## config.mk

```make
export PLATFORM = sky130hd
export DESIGN_NAME = multipath_rdma_receive_window
export DESIGN_NICKNAME = d
export VERILOG_FILES = /design/src/hdl/mprw_pkg.sv /design/src/hdl/mprw_ram.sv /design/src/hdl/mprw_ctrl.sv /design/src/hdl/mprw_dp.sv /design/src/hdl/multipath_rdma_receive_window.sv
export SDC_FILE = /design/constraint.sdc
export NUM_CORES = 1
export LEC_CHECK = 0
export ABC_AREA = 1
export BUFFER_PORTS_ARGS = -buffer_cell sky130_fd_sc_hd__buf_2
export CAP_MARGIN = 10
export CORE_UTILIZATION = 59
export CTS_CLUSTER_SIZE = 25
export DETAILED_ROUTE_END_ITERATION = 6
export PLACE_DENSITY = 0.89
export SYNTH_ARGS = -nofsm -noshare
export SYNTH_HDL_FRONTEND = slang
export SYNTH_SLANG_ARGS = --single-unit
```

## constraint.sdc

```tcl
create_clock -name clock -period 5.85 [get_ports clock]
set_input_delay 0.2925 -clock clock [delete_from_list [all_inputs] [get_ports clock]]
set_output_delay 0.2925 -clock clock [all_outputs]
set_load 0.02 [all_outputs]
```

## src/hdl/mprw_pkg.sv

```systemverilog
// ============================================================================
// mprw_pkg
// Shared types for the multipath RDMA receive window: controller states,
// answer codes and the command and status groups between the two halves.
// ============================================================================
package mprw_pkg;

   // Answer code carried in the verdict field of every result beat.
   typedef enum logic [1:0] {
      VERDICT_ACK  = 2'd0,
      VERDICT_NACK = 2'd1,
      VERDICT_OOW  = 2'd2,
      VERDICT_DUP  = 2'd3
   } verdict_type;

   // Controller states.
   typedef enum logic [2:0] {
      ST_CLEAR,
      ST_IDLE,
      ST_LOOKUP,
      ST_CHECK,
      ST_SETUP,
      ST_SCAN_RD,
      ST_SCAN_CHK,
      ST_RESULT
   } state_type;

   // Commands from the controller to the datapath.
   typedef struct packed {
      logic        capture;
      logic        clear_step;
      logic        lookup;
      logic        mark;
      logic        setup;
      logic        scan_rd;
      logic        scan_next;
      logic        finish;
      logic        set_verdict;
      verdict_type verdict;
      logic        bump;
   } cmd_type;

   // Status from the datapath to the controller.
   typedef struct packed {
      logic clear_last;
      logic out_of_window;
      logic below_base;
      logic bit_set;
      logic sync;
      logic scan_end;
      logic in_dist;
   } status_type;

endpackage

```

## src/hdl/mprw_ram.sv

```systemverilog
// ============================================================================
// mprw_ram
// Generic single-clock RAM with one write port and one registered read port.
// ============================================================================
module mprw_ram #(
   parameter int WIDTH = 1,
   parameter int DEPTH = 64
) (
   input  logic                     clock,
   input  logic                     wr_en,
   input  logic [$clog2(DEPTH)-1:0] wr_addr,
   input  logic [WIDTH-1:0]         wr_data,
   input  logic [$clog2(DEPTH)-1:0] rd_addr,
   output logic [WIDTH-1:0]         rd_data
);

   logic [WIDTH-1:0] mem_ff [DEPTH];
   logic [WIDTH-1:0] rd_data_ff;

   // Write port.
   always_ff @(posedge clock) begin
      if (wr_en) begin
         mem_ff[wr_addr] <= wr_data;
      end
   end

   // Registered read port.
   always_ff @(posedge clock) begin
      rd_data_ff <= mem_ff[rd_addr];
   end

   assign rd_data = rd_data_ff;

endmodule

```

## src/hdl/mprw_ctrl.sv

```systemverilog
// ============================================================================
// mprw_ctrl
// Controller of the receive window: clearing pass, bitmap lookup and mark,
// the sync scan one slot at a time, and the one-cycle result beat.
// ============================================================================
module mprw_ctrl (
   input  logic                clock,
   input  logic                reset,
   input  logic                start,
   output logic                busy,
   output logic                rsp_valid,
   input  mprw_pkg::status_type status,
   output mprw_pkg::cmd_type   cmd
);
   import mprw_pkg::*;

   state_type state_ff;
   state_type state_in;

   // State register.
   always_ff @(posedge clock) begin
      if (reset) begin
         state_ff <= ST_CLEAR;
      end else begin
         state_ff <= state_in;
      end
   end

   // Next state and commands.
   always_comb begin
      state_in = state_ff;
      cmd      = '0;
      case (state_ff)
         ST_CLEAR: begin
            cmd.clear_step = 1'b1;
            if (status.clear_last) begin
               state_in = ST_IDLE;
            end
         end
         ST_IDLE: begin
            if (start) begin
               cmd.capture = 1'b1;
               state_in    = ST_LOOKUP;
            end
         end
         ST_LOOKUP: begin
            cmd.lookup = 1'b1;
            if (status.out_of_window) begin
               cmd.set_verdict = 1'b1;
               cmd.verdict     = VERDICT_OOW;
               state_in        = ST_RESULT;
            end else if (status.below_base) begin
               cmd.set_verdict = 1'b1;
               cmd.verdict     = VERDICT_DUP;
               state_in        = ST_RESULT;
            end else begin
               state_in = ST_CHECK;
            end
         end
         ST_CHECK: begin
            if (status.bit_set) begin
               cmd.set_verdict = 1'b1;
               cmd.verdict     = VERDICT_DUP;
               state_in        = ST_RESULT;
            end else begin
               cmd.mark = 1'b1;
               if (status.sync) begin
                  state_in = ST_SETUP;
               end else begin
                  cmd.set_verdict = 1'b1;
                  cmd.verdict     = VERDICT_ACK;
                  state_in        = ST_RESULT;
               end
            end
         end
         ST_SETUP: begin
            cmd.setup = 1'b1;
            state_in  = ST_SCAN_RD;
         end
         ST_SCAN_RD: begin
            if (status.scan_end) begin
               cmd.finish      = 1'b1;
               cmd.set_verdict = 1'b1;
               cmd.verdict     = VERDICT_ACK;
               state_in        = ST_RESULT;
            end else begin
               cmd.scan_rd = 1'b1;
               state_in    = ST_SCAN_CHK;
            end
         end
         ST_SCAN_CHK: begin
            if (!status.bit_set) begin
               // A hole inside the sync distance fails the sync.
               cmd.finish      = 1'b1;
               cmd.set_verdict = 1'b1;
               cmd.verdict     = status.in_dist ? VERDICT_NACK : VERDICT_ACK;
               state_in        = ST_RESULT;
            end else begin
               cmd.scan_next = 1'b1;
               state_in      = ST_SCAN_RD;
            end
         end
         ST_RESULT: begin
            cmd.bump = 1'b1;
            state_in = ST_IDLE;
         end
         default: begin
            state_in = ST_IDLE;
         end
      endcase
   end

   assign busy      = (state_ff != ST_IDLE);
   assign rsp_valid = (state_ff == ST_RESULT);

endmodule

```

## src/hdl/mprw_dp.sv

```systemverilog
// ============================================================================
// mprw_dp
// Datapath of the receive window: packet fields, window registers, the
// received bitmap memory, the scan pointer and the result fields.
// ============================================================================
module mprw_dp #(
   parameter int WINDOW_SLOTS = 64
) (
   input  logic                 clock,
   input  logic                 reset,
   input  mprw_pkg::cmd_type    cmd,
   output mprw_pkg::status_type status,
   input  logic [31:0]          req_seq_number,
   input  logic                 req_sync_flag,
   input  logic                 req_retx_flag,
   input  logic [1:0]           req_ecn_bits,
   input  logic [15:0]          req_priority_group,
   input  logic [15:0]          req_source_port,
   input  logic [15:0]          req_dest_port,
   input  logic                 csr_wr_en,
   input  logic [6:0]           csr_wr_data,
   output logic [1:0]           rsp_verdict,
   output logic [31:0]          rsp_ack_seq,
   output logic [31:0]          rsp_cumulative_ack,
   output logic                 rsp_cnp_flag,
   output logic                 rsp_retx_echo,
   output logic [15:0]          rsp_group_echo,
   output logic [15:0]          rsp_ack_source_port,
   output logic [15:0]          rsp_ack_dest_port,
   output logic [15:0]          rsp_ack_ident
);
   import mprw_pkg::*;

   localparam int IDX_W = $clog2(WINDOW_SLOTS);
   localparam int CNT_W = $clog2(WINDOW_SLOTS + 1);
   localparam logic [IDX_W-1:0] LAST_SLOT = IDX_W'(WINDOW_SLOTS - 1);
   localparam logic [IDX_W:0]   SLOTS_X   = (IDX_W + 1)'(WINDOW_SLOTS);
   localparam logic [32:0]      SLOTS_33  = 33'(WINDOW_SLOTS);
   localparam logic [CNT_W-1:0] SLOTS_C   = CNT_W'(WINDOW_SLOTS);
   localparam logic [6:0]       SYNC_DIST_RESET = 7'd16;

   // Captured packet fields.
   logic [31:0] seq_ff;
   logic        sync_ff;
   logic        retx_ff;
   logic [1:0]  ecn_ff;
   logic [15:0] group_ff;
   logic [15:0] sport_ff;
   logic [15:0] dport_ff;

   // Window state and configuration.
   logic [31:0]      base_ff,  base_in;
   logic [IDX_W-1:0] head_ff,  head_in;
   logic [31:0]      hs_ff,    hs_in;
   logic [15:0]      ident_ff, ident_in;
   logic [6:0]       dist_ff,  dist_in;

   // Scan and lookup registers.
   logic [IDX_W-1:0] slot_ff, slot_in;
   logic [IDX_W-1:0] ptr_ff,  ptr_in;
   logic [CNT_W-1:0] cnt_ff,  cnt_in;
   logic [CNT_W-1:0] span_ff, span_in;
   verdict_type      verdict_ff, verdict_in;

   // Lookup arithmetic.
   logic [31:0]      offset;
   logic [IDX_W:0]   slot_sum;
   logic [IDX_W:0]   slot_wrap;
   logic [IDX_W-1:0] ptr_next;
   logic [32:0]      hs_plus1;
   logic [32:0]      span_diff;
   logic [CNT_W-1:0] span_calc;
   logic             drop;

   // Bitmap memory port signals.
   logic             ram_wr_en;
   logic [IDX_W-1:0] ram_wr_addr;
   logic             ram_wr_data;
   logic [IDX_W-1:0] ram_rd_addr;
   logic             ram_rd_data;

   // Slot of the packet: head plus offset, wrapped once around the ring.
   assign offset    = seq_ff - base_ff;
   assign slot_sum  = {1'b0, head_ff} + {1'b0, offset[IDX_W-1:0]};
   assign slot_wrap = (slot_sum >= SLOTS_X) ? (slot_sum - SLOTS_X) : slot_sum;
   assign ptr_next  = (ptr_ff == LAST_SLOT) ? '0 : (ptr_ff + 1'b1);

   // Scan length: received span above the base, at most one full window.
   assign hs_plus1  = {1'b0, hs_ff} + 33'd1;
   assign span_diff = hs_plus1 - {1'b0, base_ff};
   always_comb begin
      if (hs_plus1 <= {1'b0, base_ff}) begin
         span_calc = '0;
      end else if (span_diff >= SLOTS_33) begin
         span_calc = SLOTS_C;
      end else begin
         span_calc = span_diff[CNT_W-1:0];
      end
   end

   // Status toward the controller.
   always_comb begin
      status.clear_last    = (ptr_ff == LAST_SLOT);
      status.out_of_window = ({1'b0, seq_ff} >= ({1'b0, base_ff} + SLOTS_33));
      status.below_base    = (seq_ff < base_ff);
      status.bit_set       = ram_rd_data;
      status.sync          = sync_ff;
      status.scan_end      = (cnt_ff == span_ff);
      status.in_dist       = (32'(cnt_ff) < 32'(dist_ff));
   end

   // Bitmap port selection: clear pass and scan clear at the pointer,
   // marking at the looked-up slot.
   always_comb begin
      ram_wr_en   = cmd.clear_step | cmd.mark | cmd.scan_next;
      ram_wr_addr = cmd.mark ? slot_ff : ptr_ff;
      ram_wr_data = cmd.mark;
      ram_rd_addr = cmd.lookup ? slot_wrap[IDX_W-1:0] : ptr_ff;
   end

   mprw_ram #(
      .WIDTH (1),
      .DEPTH (WINDOW_SLOTS)
   ) u_map (
      .clock   (clock),
      .wr_en   (ram_wr_en),
      .wr_addr (ram_wr_addr),
      .wr_data (ram_wr_data),
      .rd_addr (ram_rd_addr),
      .rd_data (ram_rd_data)
   );

   assign drop = (verdict_ff == VERDICT_OOW) || (verdict_ff == VERDICT_DUP);

   // Next values of the window and scan registers.
   always_comb begin
      base_in    = base_ff;
      head_in    = head_ff;
      hs_in      = hs_ff;
      ident_in   = ident_ff;
      dist_in    = dist_ff;
      slot_in    = slot_ff;
      ptr_in     = ptr_ff;
      cnt_in     = cnt_ff;
      span_in    = span_ff;
      verdict_in = verdict_ff;
      if (csr_wr_en) begin
         dist_in = csr_wr_data;
      end
      if (cmd.clear_step) begin
         ptr_in = ptr_next;
      end
      if (cmd.lookup) begin
         slot_in = slot_wrap[IDX_W-1:0];
      end
      if (cmd.mark && (seq_ff > hs_ff)) begin
         hs_in = seq_ff;
      end
      if (cmd.setup) begin
         span_in = span_calc;
         cnt_in  = '0;
         ptr_in  = head_ff;
      end
      if (cmd.scan_next) begin
         cnt_in = cnt_ff + 1'b1;
         ptr_in = ptr_next;
      end
      // The pointer already sits on the new head slot.
      if (cmd.finish) begin
         base_in = base_ff + 32'(cnt_ff);
         head_in = ptr_ff;
      end
      if (cmd.set_verdict) begin
         verdict_in = cmd.verdict;
      end
      if (cmd.bump && !drop) begin
         ident_in = ident_ff + 16'd1;
      end
   end

   // Window state, configuration and clear pointer.
   always_ff @(posedge clock) begin
      if (reset) begin
         base_ff  <= '0;
         head_ff  <= '0;
         hs_ff    <= '0;
         ident_ff <= '0;
         dist_ff  <= SYNC_DIST_RESET;
         ptr_ff   <= '0;
      end else begin
         base_ff  <= base_in;
         head_ff  <= head_in;
         hs_ff    <= hs_in;
         ident_ff <= ident_in;
         dist_ff  <= dist_in;
         ptr_ff   <= ptr_in;
      end
   end

   // Payload registers.
   always_ff @(posedge clock) begin
      slot_ff    <= slot_in;
      cnt_ff     <= cnt_in;
      span_ff    <= span_in;
      verdict_ff <= verdict_in;
      if (cmd.capture) begin
         seq_ff   <= req_seq_number;
         sync_ff  <= req_sync_flag;
         retx_ff  <= req_retx_flag;
         ecn_ff   <= req_ecn_bits;
         group_ff <= req_priority_group;
         sport_ff <= req_source_port;
         dport_ff <= req_dest_port;
      end
   end

   // Result fields; a dropped packet reports its verdict and zeros.
   always_comb begin
      rsp_verdict         = verdict_ff;
      rsp_ack_seq         = drop ? '0 : seq_ff;
      rsp_cumulative_ack  = drop ? '0 : base_ff;
      rsp_cnp_flag        = drop ? 1'b0 : (ecn_ff != 2'd0);
      rsp_retx_echo       = drop ? 1'b0 : retx_ff;
      rsp_group_echo      = drop ? '0 : group_ff;
      rsp_ack_source_port = drop ? '0 : dport_ff;
      rsp_ack_dest_port   = drop ? '0 : sport_ff;
      rsp_ack_ident       = drop ? '0 : ident_ff;
   end

endmodule

```

## src/hdl/multipath_rdma_receive_window.sv

```systemverilog
// ============================================================================
// multipath_rdma_receive_window
// Receiver window of one multipath RDMA queue pair: bitmap of received
// sequence slots, duplicate and out-of-window drops, sync with ACK or NACK.
// ============================================================================
// Usage:
//   A packet beat is taken at a clock edge with start high and busy low.
//   Exactly one result beat follows on the rsp_ ports, marked by rsp_valid
//   for one cycle; the receiver cannot hold it off. sync_distance is written
//   through csr_wr_en / csr_wr_data while the block is idle.
// Steps, counted from accept to the next accept:
//   an out-of-window or below-window drop passes lookup and result; an
//   ordinary packet or bitmap duplicate passes lookup, check and result.
//   A newly marked sync packet then takes a setup step and a scan that
//   reads and checks one slot at a time, clearing each received slot,
//   until it reaches the end of the received span or a hole. The bitmap
//   memory has one read and one write port.
// Reset:
//   Synchronous. Afterwards busy stays high while a clearing pass zeroes the
//   bitmap; configuration writes are taken then.
// ============================================================================
module multipath_rdma_receive_window #(
   parameter int WINDOW_SLOTS = 64
) (
   input  logic        clock,
   input  logic        reset,
   input  logic        start,
   output logic        busy,
   input  logic [31:0] req_seq_number,
   input  logic        req_sync_flag,
   input  logic        req_retx_flag,
   input  logic [1:0]  req_ecn_bits,
   input  logic [15:0] req_priority_group,
   input  logic [15:0] req_source_port,
   input  logic [15:0] req_dest_port,
   output logic        rsp_valid,
   output logic [1:0]  rsp_verdict,
   output logic [31:0] rsp_ack_seq,
   output logic [31:0] rsp_cumulative_ack,
   output logic        rsp_cnp_flag,
   output logic        rsp_retx_echo,
   output logic [15:0] rsp_group_echo,
   output logic [15:0] rsp_ack_source_port,
   output logic [15:0] rsp_ack_dest_port,
   output logic [15:0] rsp_ack_ident,
   input  logic        csr_wr_en,
   input  logic [6:0]  csr_wr_data
);
   import mprw_pkg::*;

   cmd_type    cmd;
   status_type status;

   // Sequencing of lookup, mark, scan and result.
   mprw_ctrl u_ctrl (
      .clock     (clock),
      .reset     (reset),
      .start     (start),
      .busy      (busy),
      .rsp_valid (rsp_valid),
      .status    (status),
      .cmd       (cmd)
   );

   // Window registers, bitmap and result fields.
   mprw_dp #(
      .WINDOW_SLOTS (WINDOW_SLOTS)
   ) u_dp (
      .clock               (clock),
      .reset               (reset),
      .cmd                 (cmd),
      .status              (status),
      .req_seq_number      (req_seq_number),
      .req_sync_flag       (req_sync_flag),
      .req_retx_flag       (req_retx_flag),
      .req_ecn_bits        (req_ecn_bits),
      .req_priority_group  (req_priority_group),
      .req_source_port     (req_source_port),
      .req_dest_port       (req_dest_port),
      .csr_wr_en           (csr_wr_en),
      .csr_wr_data         (csr_wr_data),
      .rsp_verdict         (rsp_verdict),
      .rsp_ack_seq         (rsp_ack_seq),
      .rsp_cumulative_ack  (rsp_cumulative_ack),
      .rsp_cnp_flag        (rsp_cnp_flag),
      .rsp_retx_echo       (rsp_retx_echo),
      .rsp_group_echo      (rsp_group_echo),
      .rsp_ack_source_port (rsp_ack_source_port),
      .rsp_ack_dest_port   (rsp_ack_dest_port),
      .rsp_ack_ident       (rsp_ack_ident)
   );

endmodule

```

# [Yosys cells after proc, flatten, opt, wreduce, memory -nomap -nowiden]
# Memories as Yosys holds them, arrays and structs flattened. A register that Yosys moved wholly into a read port is not among the register bits.
# Index checks and enable logic that the tools add are counted.
[word_totals] ff_bits=208 latchBits=0 mem_bits_rw=64 rom_bits=0 inputBits=95 out_inout_bits=134 elab_cells=111 mem_count=1
[classes] n_addsub=10 mul=0 div=0 order_cmp=7 n_eq_ne=14 shift=0 n_mux=48 bitwise=2 reduce_logical=10
[mem_list] memory="u_dp.u_map.mem_ff" depth=64 width=1 read_ports=1 rd_ports_with_merged_regs=1 write_ports=1 line_no="mprw_ram.sv:17" rtl="logic [WIDTH-1:0] mem_ff [DEPTH];"
[op_table] operator="$mux 16" n=4
[op_table] operator="$mux 32" n=2
[op_table] operator="$mux 6" n=7
[op_table] operator="$add 32x1->33 const B" n=1
[op_table] operator="$add 32x7->33 const B" n=1
[op_table] operator="$ge 32x33->1" n=1
[op_table] operator="$ge 33x7->1 const B" n=1
[op_table] operator="$le 33x32->1" n=1
[op_table] operator="$sub 33x32->33" n=1
[op_table] operator="$add 32x7->32" n=1
[op_table] operator="$gt 32x32->1" n=1
[op_table] operator="$lt 32x32->1" n=1
[op_table] operator="$mux 3" n=8
[op_table] operator="$pmux 3 s8" n=1
[op_table] operator="$mux 7" n=3
[op_table] operator="$add 16x1->16 const B" n=1
[op_table] operator="$mux 1" n=16
[op_table] operator="$eq 3x3->1 const B" n=4
[op_table] operator="$pmux 3 s4" n=1
[op_table] operator="$mux 4" n=2
[op_table] operator="$add 6x6->7" n=1
[op_table] operator="$add 7x1->7 const B" n=1
[op_table] operator="$eq 7x7->1" n=1
[op_table] operator="$ge 7x7->1 const B" n=1
[op_table] operator="other kinds (21)" n=29

# [Depth between registers and ports, before layout]
# Gate-level depths: netlist of run 1.
[depth] depth_word=6 ltp_mapped=28 depth_no_buf=28

# [Cells and area by module]
# A second synthesis of run 1 with hierarchy kept.
[hier_totals] cells_unflattened=2528 hier_area_um2=18601.6
[by_module_without_submodules] module="mprw_dp" n_inst=1 cells_each=2152 area_per_inst_um2=15223.4 seq_area_each_um2=5165.0
[by_module_without_submodules] module="mprw_ram" n_inst=1 cells_each=314 area_per_inst_um2=3045.4 seq_area_each_um2=1941.9
[by_module_without_submodules] module="mprw_ctrl" n_inst=1 cells_each=62 area_per_inst_um2=332.8 seq_area_each_um2=60.1

# [Worst setup path before layout of run 1]
# OpenSTA, ideal clock, no wires.
[synth_timing] path_kind="register to register" from="reg u_ctrl.state_ff[0]" to="reg u_dp.dport_ff[0] (enable)" arrival_ps=4264 required_time_ps=5323 slack_ps=1058 path_stages_with_launch=5 n_path_buf=0 path_cell_list="dfxtp_1 > inv_2 > nor2_1 > nand2_1 > nor2_1"
[synth_lines] element="from (decl)" line_no="mprw_ctrl.sv:17" rtl="state_type state_ff;"
[synth_lines] element="from (signal assigned)" line_no="mprw_ctrl.sv:25" rtl="state_ff <= state_in;"
[synth_lines] element="to (signal assigned)" line_no="mprw_dp.sv:213" rtl="dport_ff <= req_dest_port;"
[synth_lines] element="to (decl)" line_no="mprw_dp.sv:49" rtl="logic [15:0] dport_ff;"

# [Worst setup path in the final report of run 1]
[layout_timing] from="reg u_dp.hs_ff[0]" to="reg u_dp.span_ff[1], data pin"
[layout_via] elab_chain_len=4 elab_cells_between_ends=5 classes_between="add/sub (2); order compare (2); reduce/logical (1)"
[layout_rtl] element="from (decl)" line_no="mprw_dp.sv:54" rtl="logic [31:0] hs_ff, hs_in;"
[layout_rtl] element="from (signal assigned)" line_no="mprw_dp.sv:193" rtl="hs_ff <= hs_in;"
[layout_rtl] element="$add 32x1->33 *" line_no="mprw_dp.sv:89" rtl="assign hs_plus1 = {1'b0, hs_ff} + 33'd1;"
[layout_rtl] element="$sub 33x32->33" line_no="mprw_dp.sv:90" rtl="assign span_diff = hs_plus1 - {1'b0, base_ff};"
[layout_rtl] element="$ge 33x7->1" line_no="mprw_dp.sv:94" rtl="end else if (span_diff >= SLOTS_33) begin"
[layout_rtl] element="$reduce_or 2->1 (no source line)"
[layout_rtl] element="to (signal assigned)" line_no="mprw_dp.sv:204" rtl="span_ff <= span_in;"
[layout_rtl] element="to (decl)" line_no="mprw_dp.sv:62" rtl="logic [CNT_W-1:0] span_ff, span_in;"
# Mark *: on every way between the ends. The rest lies on a longest branch, timed or not.
# A chain may end at the register's enable or synchronous reset.

==> summary.txt, run 1 <==
Routing
  – ANT nets after route: 0
  – Avg WL per Cell: ~18 microns
  – DR DRC count: 34
  – DRT Pass-1 Iters: 7
  – Initial DRC count: between 1,500 and 2,000
  – Final wirelength: ~56 mm
  – Vias per cell: 5.70
  – Total number of vias: 17,700

Timing
  – Hold_ws: roughly 0.011 ns
  – Clock Skews: between 0.015 and 0.02 ns
  – Hold Vio Cnt, Final: 0
  – RSZ-0062 raised after global routing: false
  – TNS Setup: 0 ns
  – Max Slew Vio Count: 0
  – Final setup margin: 1.57 ns
  – Min cycle time layout: 4.28 ns
  – Least-Margin Pin Slew: approximately 1 ns
  – Final period util: roughly 73%
  – Fmax: ~230 MHz
  – Final Setup Violations: 0
  – Slew margin rel.: 34.0%

Power
  – Worst VDD drop: between 0.2 and 0.25 mV
  – Clock share of power: 45.1%
  – Switching share of power: between 20% and 30%
  – Pleak: 10.1 nW
  – Power Density: between 150 and 200 nW/um^2
  – Sequential power share: 49.8%
  – Comb pwr share: 5.0%
  – Psw: between 0.0009 and 0.001 W
  – Internal: between 0.003 and 0.004 W

Clock tree
  – CTS Sinks: roughly 270
  – CTS tree: built
  – H-tree Lvls: 1
  – Root Buffer: clkbuf_16
  – CTS max path bufs: 3
  – CTS buffer count: 29
  – Clk_lat worst skew: approximately 0.57 ns
  – Reg clk slew, reported paths: ~0.070 ns

Floorplanning
  – Die Height: about 180 microns
  – DIE WIDTH: 178 microns
  – Die area: roughly 32,000 sq um
  – IO Count: approximately 230
  – Core Rows: 63
  – Initial core utilization: about three fifths
  – Core area: approximately 30,000 sq um

Placement
  – Placer Congestion: ~1.0
  – DP Cell Count: 2,962
  – I/O Buffers: ~230
  – Final HPWL DP: approximately 41 mm
  – DP Worst Slack: about 1.7 ns

Global route
  – Global-route wire length before repair: 87.0 mm
  – GRT Util Overall: between 30% and 40%
  – Initial antenna violation count: 0
  – Vias in the first global route: ~17,000
  – Largest net degree at the start of global routing: 69
  – Overflow after GRT: 0

Yosys
  – Ys flop type: edfxtp_1
  – Largest family of logic cells by synthesized area: simple AND/OR/NAND/NOR gates
  – Syn nets: 2,628
  – Yosys warnings: 0
  – Mapped Area: ~18,000 sq um
  – Post-synth EDFFs: 170
  – Unique masters post-synth: 53
  – Largest cells by area after synthesis: edfxtp_1 28%, dfxtp_1 11%, ha_1 10%
  – Syn Inst Count: roughly 2,400
  – Share of the synthesized area in the top cell type: between 20% and 30%
  – Yosys top cell by area: edfxtp_1
  – Sequential area share after synthesis: between 30% and 40%
  – Post-synthesis simple-gate area fraction: approximately a quarter
  – Synth Area in Adders: between 10% and 20%
  – Flops & latches, synth: around 270
  – Avg Cell Area, Syn: roughly 7.6 sq um
  – Asr flop ratio synth: 0%
  – Synth Area in Compound Gates: 12.0%
  – Synth Area in XOR/XNOR: between 4 and 5%
  – Multiplexer share of the synthesized area: 0%

Critical path
  – Critical path origin: u_dp.hs_ff[0]$_SDFFE_PP0P_
  – Crit start category: flip-flop
  – Worst Path Arrival: between 4 and 5 ns
  – Reg2reg start: u_dp.hs_ff[0]$_SDFFE_PP0P_
  – Worst setup path class: flip-flop to flip-flop
  – CP Max Fanout: 6
  – CP Data Required Time: 6.27 ns
  – Setup crit end kind: flip-flop

Finish
  – Share of cells above drive strength 1: 12.4%
  – Seq. cell area: just over 7000 sq um
  – Cell Count, Final, Fillers Out: ~3,100
  – End-of-flow core utilization: 71.8%
  – Ant diodes: 0
  – Footprint of the multi-input gates: around 9300 sq um
  – Fillers: around 2,300
  – Area growth, synth to finish: 18.2%
  – Final Net Count: 2,935

Worst hold path
  – Type of the worst min-delay path: input port to flip-flop
  – Hold Startpoint: csr_wr_data[1]

Run status
  – Status: finished with violations
  – Violated checks: DRC

Job
  – Max Cap Viol: 0
-- metal layers --
metal	wire (microns)	vias up	track usage [%]
met4	2730	0	15.7
met2	26900	876	60.6
met1	22300	8174	43.4
met5	0	-	0
met3	4530	169	5.38
li1	-	8469	-
-- flip-flops by register name (all words and copies together) (netlist names), 7 cells and up --
register and cells:
u_dp.u_map.mem_ff 64, u_dp.base_ff 32, u_dp.hs_ff 32, u_dp.seq_ff 32, u_dp.dport_ff 16, u_dp.group_ff 16, u_dp.ident_ff 16, u_dp.sport_ff 16
u_dp.cnt_ff 7, u_dp.dist_ff 7, u_dp.span_ff 7
-- metrics by stage --
step                total power, W  cell area (sq um)
finish                     0.00411              21500
CTS                        0.00410              21500
global route               0.00419              21500
detailed placement         0.00224              19700
global placement           0.00223              19700
floorplan                  0.00218              18200
-- cell usage after synthesis (9+ instances only) --
| cell | number |
|---|---|
| nand2_1 | 394 |
| nor2_1 | 388 |
| inv_1 | 387 |
| a21oi_1 | 180 |
| edfxtp_1 | 170 |
| o21ai_0 | 146 |
| ha_1 | 145 |
| dfxtp_1 | 103 |
| nand3_1 | 90 |
| xor2_1 | 66 |
| nor3_1 | 42 |
| nand4_1 | 39 |
| clkbuf_1 | 37 |
| nor4_1 | 22 |
| xnor2_1 | 18 |
| o221ai_1 | 13 |
| nor3_2 | 12 |
| o211ai_1 | 12 |
| inv_2 | 11 |
| o21a_1 | 9 |
-- placed cells by master (no fill, tap or decap), types with 5 or more instances in the layout --
master | synthesis | layout
nand3_1 | 90 | 90
a31oi_1 | 8 | 8
xor2_1 | 66 | 66
xnor2_1 | 18 | 18
nor4_1 | 22 | 22
clkbuf_16 | 0 | 29
nor3_2 | 12 | 12
edfxtp_1 | 170 | 170
o211ai_1 | 12 | 12
dfxtp_1 | 103 | 103
nor2_1 | 388 | 387
o21ai_0 | 146 | 146
inv_2 | 11 | 12
clkinv_1 | 1 | 6
dlygate4sd3_1 | 0 | 88
nor3_1 | 42 | 42
nand3_2 | 5 | 5
inv_1 | 387 | 386
a21oi_1 | 180 | 180
o22ai_1 | 5 | 5
nand2_1 | 394 | 394
o21a_1 | 9 | 9
o21bai_1 | 7 | 7
nand3b_1 | 6 | 6
buf_2 | 7 | 228
clkinv_2 | 0 | 5
nand4_1 | 39 | 39
nand2_2 | 8 | 8
nor3b_1 | 8 | 8
buf_4 | 1 | 8
ha_1 | 145 | 145
o221ai_1 | 13 | 13
clkbuf_1 | 37 | 6
-- area by class of cell --
type | count | area share [%]
clock buffer | 36 | 3.54
inverter | 399 | 6.97
sequential | 273 | 33.3
multi-input combinational | 1664 | 43.4
timing repair buffer | 324 | 9.69
clock inverter | 18 | 0.803
tap | 390 | 2.27
-- cell families after synthesis --
logic type / count (synthesis)
simple gates: 1036
buf+inv: 447
compound gates: 395
flops: 273
fa+ha+maj: 149
xor+xnor: 84
-- path summary, 6_finish.rpt --
| path | to | slack, ns | cells after the start |
|---|---|---|---|
| setup / recovery | u_dp.span_ff[1]$_SDFFCE_PP0P_ | 1.57 | 25 |
| hold / removal | u_dp.dist_ff[1]$_SDFFE_PP0P_ | 0.01 | 3 |
| setup reg to reg | u_dp.span_ff[1]$_SDFFCE_PP0P_ | 1.57 | 25 |
| hold reg to reg | u_dp.dist_ff[2]$_SDFFE_PP0P_ | 0.47 | 2 |
-- critical path, cell delays in order (launching register included) --
cell	delay, ns
dfxtp_1	0.44
ha_1	0.24
nand2_1	0.08
nor2_2	0.16
nand2_2	0.13
inv_2	0.08
nand3_2	0.10
nor2_4	0.17
nand3_1	0.09
nor2_1	0.23
nand2_1	0.13
xor2_1	0.15
inv_1	0.05
ha_1	0.39
nand2_1	0.12
nor2_1	0.17
inv_1	0.08
nor3_1	0.19
o21ai_0	0.17
nand4_1	0.12
nand2_1	0.07
nor2_1	0.10
nand2_1	0.07
nor2_1	0.20
nand4_2	0.23
nor2_1	0.17
-- power groups by stage --
stage / sequential, W / clock, W / combinational (W)
2_1_floorplan: 0.00209 / 0 / 0.0000893
3_3_place_gp: 0.00209 / 0 / 0.000143
3_5_place_dp: 0.00209 / 0 / 0.000151
4_1_cts: 0.00205 / 0.00186 / 0.000198
5_1_grt: 0.00205 / 0.00192 / 0.000223
6_report: 0.00205 / 0.00185 / 0.000207
-- repair_timing --
item	4_1_cts	5_1_grt
resized for setup	0	0
hold buffers	88	0
endpoints found under the hold margin	86	0
buffers inserted	0	0
Power figures use the tool's default switching activity.
==> run 2: changes to the inputs <==
--- a/config.mk
+++ b/config.mk
@@ -8,10 +8,10 @@
 export ABC_AREA = 1
 export BUFFER_PORTS_ARGS = -buffer_cell sky130_fd_sc_hd__buf_2
 export CAP_MARGIN = 10
-export CORE_UTILIZATION = 59
+export CORE_UTILIZATION = 54
 export CTS_CLUSTER_SIZE = 25
 export DETAILED_ROUTE_END_ITERATION = 6
-export PLACE_DENSITY = 0.89
+export PLACE_DENSITY = 0.86
 export SYNTH_ARGS = -nofsm -noshare
 export SYNTH_HDL_FRONTEND = slang
 export SYNTH_SLANG_ARGS = --single-unit
==> constraint.sdc (replaced) <==
create_clock -name clock -period 3.6 [get_ports clock]
set_input_delay 0.18 -clock clock [delete_from_list [all_inputs] [get_ports clock]]
set_output_delay 0.18 -clock clock [all_outputs]
set_load 0.02 [all_outputs]
==> summary.txt, run 2 (synthesis results as in run 1) <==
Routing
  – DR DRC count: 0 (-100%)
  – Total number of vias: 18,500 (+4.3%)
  – Avg WL per Cell: 18.7 microns (+2.8%)
  – ANT nets after route: 0 (unchanged)
  – Initial DRC count: 1,758 (-2.9%)
  – DRT Pass-1 Iters: 5 (-2)
  – Vias per cell: 5.59 (-1.8%)
  – Final wirelength: 61.7 mm (+9.3%)

Floorplanning
  – Core area: 32,900 sq um (+9.7%)
  – Die area: 34,400 sq um (+9.2%)
  – IO Count: 229 (unchanged)
  – Core Rows: 66 (+4.8%)
  – DIE WIDTH: 186 microns (+4.5%)
  – Die Height: 186 microns (+4.5%)
  – Initial core utilization: 55.3% (-5.4 points)

Critical path
  – Worst Path Arrival: 4.06 ns (-0.65 ns)
  – Worst setup path class: flip-flop to flip-flop
  – CP Max Fanout: 4 (-2)
  – CP Data Required Time: 3.91 ns (-2.36 ns)
  – Setup crit end kind: flip-flop
  – Crit start category: flip-flop

Global route
  – Largest net degree at the start of global routing: 93 (+35%)
  – Overflow after GRT: 0 (unchanged)
  – Vias in the first global route: 18,000 (+7.1%)
  – GRT Util Overall: 35.2% (+0.036 points)
  – Global-route wire length before repair: 94.0 mm (+8.1%)
  – Initial antenna violation count: 0 (unchanged)

Timing
  – Fmax: 266 MHz (+14%)
  – Least-Margin Pin Slew: 1.03 ns (+0.0399 ns)
  – RSZ-0062 raised after global routing: true
  – Final setup margin: -0.153 ns (-1.72 ns)
  – Hold Vio Cnt, Final: 0 (unchanged)
  – Max Slew Vio Count: 0 (unchanged)
  – Hold_ws: 0.0574 ns (+0.0461 ns)
  – TNS Setup: -0.966 ns (-0.966 ns)
  – Final period util: 104% (+31 points)
  – Final Setup Violations: 7 (+7)
  – Clock Skews: 0.0340 ns (+0.0152 ns)
  – Min cycle time layout: 3.75 ns (-0.531 ns)
  – Slew margin rel.: 31.3% (-2.7 points)

Finish
  – Area growth, synth to finish: 27.7%
  – Final Net Count: 3,076 (+4.8%)
  – Max reg flops: 64 (unchanged)
  – Share of cells above drive strength 1: 19.8% (+7.4 points)
  – Commonest non-fill, non-tap cell in the layout: inv_1
  – Fillers: 2,509 (+8.8%)
  – Commonest cells after routing, fill and taps aside: 384 x inv_1, 373 x nand2_1, 362 x nor2_1, 228 x buf_2
  – Biggest register: u_dp.u_map.mem_ff
  – Ant diodes: 0 (unchanged)

Power
  – Switching share of power: 22.8% (+0.40 points)
  – Sequential power share: 48.8% (-1.0 points)
  – Clock share of power: 46.2% (+1.1 points)
  – Internal: 0.00527 W (+65%)
  – Overall power: 0.00682 W (+66%)
  – Power Density: 294 nW/um^2 (+54%)
  – Worst VDD drop: 0.353 mV (+57%)
  – Psw: 0.00155 W (+69%)
  – Comb pwr share: 5.1% (about the same)
  – Pleak: 11.1 nW (+9.5%)

Placement
  – I/O Buffers: 228 (unchanged)
  – DP Worst Slack: -0.450 ns (-2.11 ns)
  – Placer Congestion: 0.996 (-4.5%)
  – Final HPWL DP: 44.2 mm (+7.0%)

Run status
  – Status: finished with violations
  – Violated checks: setup timing

Clock tree
  – Root Buffer: clkbuf_16
  – Clk_lat worst skew: 0.59 ns (+0.02 ns)
  – H-tree Lvls: 1 (unchanged)
  – CTS Sinks: 273 (unchanged)
  – CTS max path bufs: 3 (unchanged)
  – Reg clk slew, reported paths: 0.06 ns (about the same)
  – CTS buffer count: 31 (+6.9%)
  – CTS tree: built

Job
  – Max Cap Viol: 0 (unchanged)

Worst hold path
  – Type of the worst min-delay path: input port to flip-flop
-- run 2: cell count changes in the layout (fill, tap and decap cells not counted), moves of 12 or more --
cell | previous run | this run
nand2_1 | 394 | 373
nand2_2 | 8 | 25
buf_4 | 8 | 138
nor2_4 | 3 | 16
nor2_1 | 387 | 362
nor2_2 | 3 | 15
-- run 2: layout make-up --
class / instances / area (sq um) / area share, %
Multi-Input combinational cell: 1664 / 9830 / 42.3
Timing Repair Buffer: 463 / 3160 / 13.6
Inverter: 399 / 1500 / 6.46
Sequential cell: 273 / 7170 / 30.9
Clock inverter: 25 / 219 / 0.943
Clock buffer: 33 / 783 / 3.37
Tap cell: 442 / 553 / 2.38
-- run 2: timing repair --
action                                 in CTS  in global routing
hold buffers                               94                  0
setup endpoints to repair                   7                 13
endpoints found under the hold margin      91                  0
gates resized for setup                    55                 72
buffers inserted                            3                  9
pin swaps                                  27                 42
-- run 2: power groups by stage --
stage               registers [W]  clock network, W  logic (W)
floorplan                 0.00339                 0   0.000145
global route              0.00333           0.00328   0.000373
finish                    0.00333           0.00315   0.000347
detailed placement        0.00339                 0   0.000247
global placement          0.00339                 0   0.000234
CTS                       0.00333           0.00315   0.000329
-- run 2: worst max-delay path: stages, from the launching register on --
cell     delay [ns]
dfxtp_4        0.36
buf_6          0.10
ha_4           0.14
nand2_4        0.06
nor2_4         0.14
nand2_4        0.09
inv_4          0.08
nand3_4        0.07
nor2_4         0.13
nand3_2        0.10
nor2_4         0.18
nand4_1        0.17
nor2_1         0.16
xor2_1         0.17
ha_2           0.33
nand2_2        0.10
nor2_4         0.05
and2_4         0.14
and2_4         0.15
nand2_2        0.07
nand2_1        0.06
nand2_1        0.06
nand2_1        0.05
nor2_1         0.09
nand3_1        0.11
nor2_4         0.13
buf_4          0.12
a31oi_1        0.07
-- run 2: path summary, 6_finish.rpt --
kind / start / end / slack (ns) / cells past startpoint
max: u_dp.hs_ff[1]$_SDFFE_PP0P_ / u_dp.span_ff[6]$_SDFFCE_PP0P_ / -0.15 / 27
min: csr_wr_en / u_dp.dist_ff[6]$_SDFFE_PP0P_ / 0.06 / 3
max reg2reg: u_dp.hs_ff[1]$_SDFFE_PP0P_ / u_dp.span_ff[6]$_SDFFCE_PP0P_ / -0.15 / 27
min reg2reg: u_dp.dist_ff[6]$_SDFFE_PP0P_ / u_dp.dist_ff[6]$_SDFFE_PP0P_ / 0.47 / 2
-- run 2: metal layers --
layer / wire length, microns / global-route usage (%) / vias to the layer above
li1: - / - / 8758
met1: 23700 / 41.9 / 8566
met2: 30000 / 61.7 / 908
met3: 4450 / 5.26 / 225
met4: 3520 / 17.9 / 0
met5: 0 / 0 / -
-- run 2: stage by stage --
stage	area [sq um]	cells	utilization [%]
finish	23200	3299	70.7
global route	23200	3299	70.7
CTS	22900	3290	69.6
detailed placement	20700	3135	62.9
global placement	20700	3135	62.9
floorplan	18200	2384	-
